## src/rtl/core/cid_pkg.sv

```systemverilog
// ----------------------------------------------------------------------------
// cid_pkg - card id table shared definitions
// Table geometry, opcodes, status codes and the structs between sequencer
// and store.
// ----------------------------------------------------------------------------
package cid_pkg;

  localparam int ENTRIES = 64;
  localparam int IDX_W   = (ENTRIES > 1) ? $clog2(ENTRIES) : 1;
  localparam int CNT_W   = $clog2(ENTRIES + 1);

  localparam logic [IDX_W-1:0] LAST_IDX = IDX_W'(ENTRIES - 1);

  // opcodes; code three is unused and acts as a no-op
  localparam logic [1:0] OP_LOOKUP = 2'd0;
  localparam logic [1:0] OP_INSERT = 2'd1;
  localparam logic [1:0] OP_CLEAR  = 2'd2;

  typedef enum logic [1:0] {
    ST_OK   = 2'd0,
    ST_MISS = 2'd1,
    ST_FULL = 2'd2
  } cid_status_t;

  typedef enum logic [1:0] {
    CS_IDLE,
    CS_SCAN,
    CS_POST
  } cid_state_t;

  typedef struct packed {
    logic             clr;
    logic [IDX_W-1:0] rd_idx;
    logic             wr_en;
    logic [IDX_W-1:0] wr_idx;
    logic [31:0]      wr_id;
  } cid_req_t;

  typedef struct packed {
    logic [31:0]      rd_id;
    logic             rd_valid;
    logic [CNT_W-1:0] count;
  } cid_rsp_t;

  typedef struct packed {
    cid_status_t      status;
    logic [IDX_W-1:0] slot;
  } cid_res_t;

endpackage

```

## src/rtl/core/cid_in_if.sv

```systemverilog
// ----------------------------------------------------------------------------
// cid_in_if - request channel
// Valid/ready channel carrying an opcode and a card id.
// ----------------------------------------------------------------------------
interface cid_in_if;
  logic        valid;
  logic        ready;
  logic [1:0]  opcode;
  logic [31:0] card_id;

  modport source (output valid, output opcode, output card_id, input ready);
  modport sink   (input valid, input opcode, input card_id, output ready);
endinterface

```

## src/rtl/core/cid_out_if.sv

```systemverilog
// ----------------------------------------------------------------------------
// cid_out_if - result channel
// Valid/ready channel carrying status, slot index and valid entry count.
// ----------------------------------------------------------------------------
interface cid_out_if;
  logic       valid;
  logic       ready;
  logic [1:0] status;
  logic [5:0] slot_index;
  logic [6:0] valid_count;

  modport source (output valid, output status, output slot_index,
                  output valid_count, input ready);
  modport sink   (input valid, input status, input slot_index,
                  input valid_count, output ready);
endinterface

```

## src/rtl/core/card_id_table.sv

```systemverilog
// ----------------------------------------------------------------------------
// card_id_table - access card identifier table
// Lookup of the first matching valid slot, insert into the first free slot,
// clear of all marks; every result reports the number of valid entries.
// ----------------------------------------------------------------------------
//
//   channel   dir   beat contents                        handshake
//   in_beat   in    opcode[1:0], card_id[31:0]           valid/ready
//   out_beat  out   status[1:0], slot_index[5:0],        valid/ready
//                   valid_count[6:0]
//
// Lookup and insert walk one slot per cycle through the registered id read
// and one compare unit, stopping at a hit or the last slot; the result waits
// in the post state until the output register takes it. Clear and the unused
// opcode go straight to post. in_beat.ready is high only while the
// sequencer idles, even with the last result still in the output register.
// Reset clears marks and count at once; a stalled output holds the sequencer.
// ----------------------------------------------------------------------------
module card_id_table (
  input  logic clk,
  input  logic rst_n,
  cid_in_if.sink    in_beat,
  cid_out_if.source out_beat
);

  cid_pkg::cid_req_t req;
  cid_pkg::cid_rsp_t rsp;
  cid_pkg::cid_res_t res;
  logic              res_valid;
  logic              res_ready;
  logic              res_take;

  logic       out_valid_r;
  logic       out_valid_nxt;
  logic [1:0] out_status_r;
  logic [5:0] out_slot_r;
  logic [6:0] out_count_r;

  cid_scan u_scan (
    .clk        (clk),
    .rst_n      (rst_n),
    .in_valid   (in_beat.valid),
    .in_opcode  (in_beat.opcode),
    .in_card_id (in_beat.card_id),
    .in_ready   (in_beat.ready),
    .rsp        (rsp),
    .req        (req),
    .res_valid  (res_valid),
    .res_ready  (res_ready),
    .res        (res)
  );

  cid_store u_store (
    .clk   (clk),
    .rst_n (rst_n),
    .req   (req),
    .rsp   (rsp)
  );

  // advance the result when the output register is empty or being drained
  assign res_ready = !out_valid_r || out_beat.ready;
  assign res_take  = res_valid && res_ready;

  always_comb begin
    out_valid_nxt = out_valid_r;
    if (res_take) begin
      out_valid_nxt = 1'b1;
    end else if (out_beat.ready) begin
      out_valid_nxt = 1'b0;
    end
  end

  always_ff @(posedge clk) begin
    if (!rst_n) begin
      out_valid_r <= 1'b0;
    end else begin
      out_valid_r <= out_valid_nxt;
    end
  end

  // count is sampled here, after any insert write or clear has landed
  always_ff @(posedge clk) begin
    if (res_take) begin
      out_status_r <= res.status;
      out_slot_r   <= 6'(res.slot);
      out_count_r  <= 7'(rsp.count);
    end
  end

  assign out_beat.valid       = out_valid_r;
  assign out_beat.status      = out_status_r;
  assign out_beat.slot_index  = out_slot_r;
  assign out_beat.valid_count = out_count_r;

  // a clear empties the table by the next cycle
  a_clear_empties: assert property (@(posedge clk) disable iff (!rst_n)
    (in_beat.valid && in_beat.ready && in_beat.opcode == cid_pkg::OP_CLEAR)
    |=> (rsp.count == '0))
    else $error("entry count not zero after clear");

  // count never runs past the table size
  a_count_bound: assert property (@(posedge clk) disable iff (!rst_n)
    rsp.count <= cid_pkg::CNT_W'(cid_pkg::ENTRIES))
    else $error("entry count exceeds table size");

  // never overwrite a result that is still waiting
  a_no_overwrite: assert property (@(posedge clk) disable iff (!rst_n)
    res_take |-> (!out_valid_r || out_beat.ready))
    else $error("result register overwritten while stalled");

  // a request is only taken with no result pending in the sequencer
  a_one_in_flight: assert property (@(posedge clk) disable iff (!rst_n)
    (in_beat.valid && in_beat.ready) |-> (!res_valid && !req.wr_en))
    else $error("request taken while another is in flight");

endmodule

```

## src/rtl/core/cid_store.sv

```systemverilog
// ----------------------------------------------------------------------------
// cid_store - id memory, valid marks and entry count
// Single write port, one registered read port; valid marks in flops.
// ----------------------------------------------------------------------------
module cid_store (
  input  logic              clk,
  input  logic              rst_n,
  input  cid_pkg::cid_req_t req,
  output cid_pkg::cid_rsp_t rsp
);

  logic [31:0]                 mem [cid_pkg::ENTRIES];
  logic [cid_pkg::ENTRIES-1:0] valid_r;
  logic [cid_pkg::CNT_W-1:0]   count_r;
  logic [31:0]                 rd_id_r;
  logic                        rd_valid_r;

  // registered read of id and mark
  always_ff @(posedge clk) begin
    if (req.wr_en) begin
      mem[req.wr_idx] <= req.wr_id;
    end
    rd_id_r    <= mem[req.rd_idx];
    rd_valid_r <= valid_r[req.rd_idx];
  end

  always_ff @(posedge clk) begin
    if (!rst_n) begin
      valid_r <= '0;
      count_r <= '0;
    end else if (req.clr) begin
      valid_r <= '0;
      count_r <= '0;
    end else if (req.wr_en) begin
      valid_r[req.wr_idx] <= 1'b1;
      count_r             <= count_r + cid_pkg::CNT_W'(1);
    end
  end

  assign rsp.rd_id    = rd_id_r;
  assign rsp.rd_valid = rd_valid_r;
  assign rsp.count    = count_r;

endmodule

```

## src/rtl/core/cid_scan.sv

```systemverilog
// ----------------------------------------------------------------------------
// cid_scan - slot scan sequencer
// Walks the slots one per cycle through a single compare unit; finds the
// first matching slot on lookup or the first free slot on insert.
// ----------------------------------------------------------------------------
module cid_scan (
  input  logic              clk,
  input  logic              rst_n,
  input  logic              in_valid,
  input  logic [1:0]        in_opcode,
  input  logic [31:0]       in_card_id,
  output logic              in_ready,
  input  cid_pkg::cid_rsp_t rsp,
  output cid_pkg::cid_req_t req,
  output logic              res_valid,
  input  logic              res_ready,
  output cid_pkg::cid_res_t res
);

  cid_pkg::cid_state_t       state_r, state_nxt;
  logic [1:0]                op_r;
  logic [31:0]               id_r;
  logic [cid_pkg::IDX_W-1:0] idx_r;
  logic [cid_pkg::IDX_W-1:0] cmp_idx_r;
  logic                      issue_r;
  logic                      pend_r;
  cid_pkg::cid_res_t         res_r;

  logic accept;
  logic hit;
  logic stop;

  assign accept = in_valid && in_ready;

  // shared compare unit: id match on lookup, free mark on insert
  always_comb begin
    if (op_r == cid_pkg::OP_LOOKUP) begin
      hit = pend_r && rsp.rd_valid && (rsp.rd_id == id_r);
    end else begin
      hit = pend_r && !rsp.rd_valid;
    end
  end

  assign stop = (state_r == cid_pkg::CS_SCAN) && pend_r
                && (hit || (cmp_idx_r == cid_pkg::LAST_IDX));

  // next state
  always_comb begin
    state_nxt = state_r;
    unique case (state_r)
      cid_pkg::CS_IDLE: begin
        if (accept) begin
          if (in_opcode == cid_pkg::OP_LOOKUP || in_opcode == cid_pkg::OP_INSERT) begin
            state_nxt = cid_pkg::CS_SCAN;
          end else begin
            state_nxt = cid_pkg::CS_POST;
          end
        end
      end
      cid_pkg::CS_SCAN: begin
        if (stop) begin
          state_nxt = cid_pkg::CS_POST;
        end
      end
      cid_pkg::CS_POST: begin
        if (res_ready) begin
          state_nxt = cid_pkg::CS_IDLE;
        end
      end
      default: state_nxt = cid_pkg::CS_IDLE;
    endcase
  end

  // outputs
  always_comb begin
    in_ready   = (state_r == cid_pkg::CS_IDLE);
    res_valid  = (state_r == cid_pkg::CS_POST);
    res        = res_r;
    req.clr    = accept && (in_opcode == cid_pkg::OP_CLEAR);
    req.rd_idx = idx_r;
    req.wr_en  = stop && hit && (op_r == cid_pkg::OP_INSERT);
    req.wr_idx = cmp_idx_r;
    req.wr_id  = id_r;
  end

  always_ff @(posedge clk) begin
    if (!rst_n) begin
      state_r <= cid_pkg::CS_IDLE;
      issue_r <= 1'b0;
      pend_r  <= 1'b0;
    end else begin
      state_r <= state_nxt;
      if (accept) begin
        issue_r <= 1'b1;
        pend_r  <= 1'b0;
      end else if (state_r == cid_pkg::CS_SCAN) begin
        if (stop) begin
          issue_r <= 1'b0;
          pend_r  <= 1'b0;
        end else begin
          pend_r <= issue_r;
          if (issue_r && idx_r == cid_pkg::LAST_IDX) begin
            issue_r <= 1'b0;
          end
        end
      end
    end
  end

  always_ff @(posedge clk) begin
    if (accept) begin
      op_r         <= in_opcode;
      id_r         <= in_card_id;
      idx_r        <= '0;
      res_r.status <= cid_pkg::ST_OK;
      res_r.slot   <= '0;
    end else if (state_r == cid_pkg::CS_SCAN) begin
      cmp_idx_r <= idx_r;
      if (issue_r && idx_r != cid_pkg::LAST_IDX) begin
        idx_r <= idx_r + cid_pkg::IDX_W'(1);
      end
      if (stop) begin
        if (hit) begin
          res_r.status <= cid_pkg::ST_OK;
          res_r.slot   <= cmp_idx_r;
        end else if (op_r == cid_pkg::OP_LOOKUP) begin
          res_r.status <= cid_pkg::ST_MISS;
          res_r.slot   <= '0;
        end else begin
          res_r.status <= cid_pkg::ST_FULL;
          res_r.slot   <= '0;
        end
      end
    end
  end

endmodule

```

## src/flat_wrapper.sv

```systemverilog
// flat-port wrapper written by rule: the top's interface ports become plain ports
module card_id_table_flat 
  (clk, rst_n, in_beat_valid, in_beat_opcode, in_beat_card_id, in_beat_ready, out_beat_valid, out_beat_status, out_beat_slot_index, out_beat_valid_count, out_beat_ready);
  cid_in_if in_beat_i ();
  cid_out_if out_beat_i ();
  input  logic clk;
  input  logic rst_n;
  input wire logic [$bits(in_beat_i.valid)-1:0] in_beat_valid;
  input wire logic [$bits(in_beat_i.opcode)-1:0] in_beat_opcode;
  input wire logic [$bits(in_beat_i.card_id)-1:0] in_beat_card_id;
  output wire logic [$bits(in_beat_i.ready)-1:0] in_beat_ready;
  output wire logic [$bits(out_beat_i.valid)-1:0] out_beat_valid;
  output wire logic [$bits(out_beat_i.status)-1:0] out_beat_status;
  output wire logic [$bits(out_beat_i.slot_index)-1:0] out_beat_slot_index;
  output wire logic [$bits(out_beat_i.valid_count)-1:0] out_beat_valid_count;
  input wire logic [$bits(out_beat_i.ready)-1:0] out_beat_ready;
  assign in_beat_i.valid = in_beat_valid;
  assign in_beat_i.opcode = in_beat_opcode;
  assign in_beat_i.card_id = in_beat_card_id;
  assign in_beat_ready = in_beat_i.ready;
  assign out_beat_valid = out_beat_i.valid;
  assign out_beat_status = out_beat_i.status;
  assign out_beat_slot_index = out_beat_i.slot_index;
  assign out_beat_valid_count = out_beat_i.valid_count;
  assign out_beat_i.ready = out_beat_ready;
  card_id_table u_core (.clk(clk), .rst_n(rst_n), .in_beat(in_beat_i), .out_beat(out_beat_i));
endmodule
```

## config.mk

```make
export PLATFORM = sky130hd
export DESIGN_NAME = card_id_table_flat
export DESIGN_NICKNAME = d
export VERILOG_FILES = /design/src/rtl/core/cid_pkg.sv /design/src/rtl/core/cid_in_if.sv /design/src/rtl/core/cid_out_if.sv /design/src/rtl/core/card_id_table.sv /design/src/rtl/core/cid_store.sv /design/src/rtl/core/cid_scan.sv /design/src/flat_wrapper.sv
export SDC_FILE = /design/constraint.sdc
export NUM_CORES = 2
export LEC_CHECK = 0
export BUFFER_PORTS_ARGS = -buffer_cell sky130_fd_sc_hd__buf_2
export CAP_MARGIN = 20
export CELL_PAD_IN_SITES_DETAIL_PLACEMENT = 1
export CELL_PAD_IN_SITES_GLOBAL_PLACEMENT = 2
export CORE_ASPECT_RATIO = 2
export CORE_MARGIN = 2
export CORE_UTILIZATION = 50
export DETAILED_ROUTE_END_ITERATION = 10
export GPL_TIMING_DRIVEN = 0
export MAX_ROUTING_LAYER = met4
export PLACE_DENSITY = 0.88
export SYNTH_ARGS = -nofsm -noshare
export SYNTH_HDL_FRONTEND = slang
export SYNTH_HIERARCHICAL = 1
export SYNTH_SLANG_ARGS = --single-unit
```

## constraint.sdc

```tcl
create_clock -name clk -period 5.3 [get_ports clk]
set_input_delay 1.06 -clock clk [delete_from_list [all_inputs] [get_ports clk]]
set_output_delay 1.06 -clock clk [all_outputs]
set_load 0.01 [all_outputs]
```

* Word-level counts from Yosys, hierarchy flattened *
Memories as Yosys holds them, arrays and structs flattened. A register that Yosys moved wholly into a read port is not among the register bits.
Cells that the tools add are included.

storage, ports and cells
  register bits = 146
  latch bits = 0
  memory bits (writable) = 2048
  bits in read-only memories = 0
  input bits = 38
  memories = 1

operators by class
  add/sub/neg operators = 2
  $mul = 0
  div/mod/pow operators = 0
  magnitude comparators = 3
  equality and inequality tests = 12
  shift-type cells = 0
  multiplexer cells = 21
  bitwise gates (word level) = 3
  reduce and logical (&&, ||, !) cells = 31

memories
  name                words  bits a word  read ports  clocked after memory_dff  wr ports  RTL line         text
  u_core.u_store.mem  64     32           1           1                         1         cid_store.sv:12  logic [31:0] mem [cid_pkg::ENTRIES];

operators by type and width
  cell                 count
  $or 64x64->64        1
  $eq 32x32->1         1
  $mux 8               2
  $lt 6x7->1 const B   2
  $logic_and 1x1->1    13
  $eq 6x6->1 const B   2
  $mux 1               12
  $mux 2               4
  $reduce_and 2->1     4
  $add 7x1->7 const B  1
  $add 6x1->6 const B  1
  $bmux 1 s6           1
  $demux 1 s6          1
  $eq 2x1->1 const B   3
  $ge 6x1->1 const B   1
  $logic_not 2->1      3
  $ne 6x6->1 const B   1
  $pmux 2 s3           1
  $eq 2x2->1 const B   2
  $ne 2x2->1 const B   2
  $reduce_bool 2->1    2
  $reduce_or 2->1      2
  $logic_or 1x1->1     3
  $reduce_and 3->1     1
  4 further kinds      6

* Logic depth before layout (Yosys ltp) *
  word-level depth = 9
  gate-level depth with buffers = 11

* Hierarchy *
Netlist, hierarchy kept.

by module, submodules not included
  module         times used  cells each  area an instance (um2)
  cid_store      1           3683        81878.5
  cid_scan       1           183         2414.8
  card_id_table  1           20          508.0

* Least setup slack after synthesis *
No wires, ideal clock.

  kind = register to register
  start = register u_core.u_scan.state_r[0]
  end = memory u_core.u_store.mem[40][0], enable pin
  arrival time = 4029 ps
  data required time = 4837 ps
  path slack = 807 ps
  cell stages (with the launch flop) = 9
  path buffers = 2
  clock period less this slack = 4493 ps
  path through = dfxtp_1 nor2b_1 buf_2 nand3_1 nor3b_1 clkbuf_1 nor2b_1 nand2_1 nor3_1

RTL lines
  element                 RTL line         text
  from (decl)             cid_scan.sv:20   cid_pkg::cid_state_t state_r, state_nxt;
  from (signal assigned)  cid_scan.sv:88   state_r <= cid_pkg::CS_IDLE;
  from (signal assigned)  cid_scan.sv:92   state_r <= state_nxt;
  to (decl)               cid_store.sv:12

==> impl_metrics.tcl <==
set metrics [dict create \
    fmax_ghz 0.211 \
    holdBufCountCts 0 \
    cts_buffers 186 \
    r2r-end "u_core/u_store/rd_id_r[14]$_DFF_P_" \
    hold_class "in -> reg" \
    synth_fp_nets 3926 \
    hold_end "u_core/u_scan/id_r[30]$_DFFE_PP_" \
    p_leak_nw 30.0 \
    post_drt_wl_per_cell_um 44.9 \
    rsz0062_at_grt "no" \
    synthCells 3886 \
    yosysWarnings 6 \
    slew_headroom 0.127 \
    pre_cts_slack_ps 811 \
    final_cell_mix "2,103 x edfxtp_1, 513 x mux4_2, 218 x mux2i_1, 189 x clkbuf_16, 140 x nor2_1" \
    skew_ps 41.1 \
    status "finished clean" \
    crit_arrival_ps 5530 \
    drc 0 \
    vdd_drop_max_uv 234 \
    nets 4342 \
    overflow 0 \
    timing.final.max_slew_violations 0 \
    first_pass_iters 6 \
    criticalPathCategory "reg -> reg" \
    p_per_area_mw_per_mm2 363 \
    ioPinCount 55 \
    setup_viol 0 \
    final_cells 6720 \
    ys_seq_area_frac 0.774 \
    yosysTopAreaCell "edfxtp_1" \
    r2r_slack_ps 550 \
    dieArea_mm2 0.173 \
    tightest_slew_ps 1310 \
    startpoint_type "flip-flop" \
    fin_ws_ps 555 \
    place_inst 6367 \
    wl_mm 302 \
    htree_levels 4 \
    synth_edf_count 2103 \
    final_common_cell "edfxtp_1" \
    cp-end-kind "flip-flop" \
    ys_types 55 \
    dieWidth_um 295 \
    clock_path_buffers 4 \
    min_from "in_beat_card_id[30]" \
    synth_ff_type "edfxtp_1" \
    insertion_delay_ps 870 \
    grt_pass1_vias 48400 \
    crit-reg2reg-launch "u_core/u_scan/idx_r[2]$_SDFFE_PP0P_" \
    ant_nets 0 \
    hold_depth 1 \
    power_mw 35.7 \
    grt_max_degree 41 \
    synth_area_per_cell_um2 21.8 \
    cts_resized 0 \
    critical_path.max_fanout 13 \
    vias 46800 \
    synth_top_area_share 0.745 \
    initial_core_util 0.503 \
    clock-sinks 2226 \
    drive_gt1_frac 0.278 \
    grtUsageTotal 0.367 \
    area_delta_synth_final_pct 16.1 \
    num_rows 213 \
    cap_violations 0 \
    synthTopCellsByArea "edfxtp_1 74%, mux4_2 14%, dfxtp_1 2.9%, mux2i_1 2.6%, nor2_1 0.89%" \
    drt_iter0_markers 6524 \
    hpwl_mm 197 \
    syn_area_mm2 0.0848 \
    cp.required_ps 6090 \
    antenna_found_initial 12 \
    gp_congestion 0.954 \
    hold_viol 0 \
    port_buffers 54 \
    period_share 0.895 \
    async_flop_share 0 \
    vias_per_cell 6.96 \
    reg2reg_depth 8 \
    root_buffer "clkbuf_16" \
    finalCriticalPeriod_ps 4750 \
    die_y_um 586 \
    cts_tree "built" \
    post_cts_buffers 0 \
    synth-seq-cells 2226 \
    clk_pin_slew_ps 80 \
    core-area_mm2 0.168 \
    nFillCells 14100 \
    grt_pass1_wl_mm 411 \
]
-- registers in the layout (all words and copies together), names as in the netlist --
name                         count
u_core/u_store/rd_id_r          32
u_core/u_store/rd_valid_r        1
u_core/u_scan/issue_r            1
u_core/u_scan/idx_r              6
u_core/u_scan/id_r              32
u_core/u_scan/op_r               2
u_core/u_scan/res                8
u_core/out_beat.valid_count      7
u_core/u_scan/state_r            2
u_core/u_store/count_r           7
u_core/u_store/valid_r          64
u_core/out_beat.valid            1
u_core/u_scan/cmp_idx_r          6
u_core/u_scan/pend_r             1
u_core/out_beat.status           2
u_core/out_beat.slot_index       6
u_core/u_store/mem            2048
-- worst max-delay path: stages, from the launching register on --
cell and delay, ps:
dfxtp_1 950, buf_2 540, buf_2 450, buf_2 740
buf_2 520, mux2i_1 180, a22oi_1 920, a22oi_1 170
nor2_1 160
-- stage by stage --
stage          hold WS [ps]  instance area, um2   TNS, ps   util
3_5_place_dp            415               92100         0  0.547
6_report                383               98400         0  0.584
4_1_cts                 372               98300         0  0.584
5_1_grt                 369               98400         0  0.584
3_3_place_gp            414               87900  -2782510  0.522
2_1_floorplan           408               84800         0      -
-- where the power goes --
group / internal (mW) / switching (mW)
registers: 19.3 / 0.117
clock network: 8.14 / 6.48
logic: 0.655 / 1.01
-- cell families (layout without fill, tap and decap cells) --
group | Yosys count | in the layout | synth area share
DFF | 2226 | 2226 | 0.774
muxes | 750 | 750 | 0.164
and+or+nand+nor | 381 | 381 | 0.0211
AOI/OAI and AO/OA | 277 | 277 | 0.0226
buffers and inverters | 209 | 770 | 0.0136
xor gates and xnor gates | 41 | 41 | 0.00423
adders and majority gates | 2 | 2 | 0.000295
other | 0 | 16 | 0
-- per-layer routing --
layer / global-route usage / vias up / share of wire
li1: - / 17000 / -
met1: 0.375 / 24200 / 0.29
met2: 0.575 / 4106 / 0.49
met3: 0.0839 / 1494 / 0.10
met4: 0.356 / 0 / 0.13
met5: - / - / 0
-- worst max-delay path by stage --
stage | start | slack, ps | to
after floorplan | u_core/u_scan/state_r[0]$_SDFFE_PN0P_ | 810 | u_core/u_store/mem[40][0]$_DFFE_PP_
after global placement | u_core/u_scan/state_r[0]$_SDFFE_PN0P_ | -3740 | u_core/u_store/mem[48][11]$_DFFE_PP_
after detailed placement | u_core/u_scan/state_r[0]$_SDFFE_PN0P_ | 810 | u_core/u_store/mem[13][13]$_DFFE_PP_
after CTS | u_core/u_scan/state_r[0]$_SDFFE_PN0P_ | 810 | u_core/u_store/mem[61][1]$_DFFE_PP_
after global routing | u_core/u_scan/idx_r[2]$_SDFFE_PP0P_ | 350 | u_core/u_store/rd_id_r[14]$_DFF_P_
final | u_core/u_scan/idx_r[2]$_SDFFE_PP0P_ | 550 | u_core/u_store/rd_id_r[14]$_DFF_P_
-- synth_stat cells (all sizes together), types with 17 or more instances --
cell type and instances:
edfxtp 2103, mux4 513, mux2i 218, nor2 200
buf 135, dfxtp 123, a22oi 88, clkbuf 71
nand2 50, o22ai 40, xnor2 36, o21ai 33
a21oi 25, and2 20, mux2 19, nor2b 19
nand3 18, o211ai 18, o21a 17
-- final cells by class --
type	instances	area (um2)	share of cell area
flip-flops and latches	2226	65600	0.667
multi-input cells	1451	18500	0.188
clock buffers	227	4960	0.0504
repair buffers	228	4030	0.0409
well taps	2257	2820	0.0287
clock inverters	106	1300	0.0132
plain buffers	206	1150	0.0117
diodes	16	40.0	0.000407
inverters	3	11.3	0.000114
No activity file was read; power rests on OpenSTA's default activity.
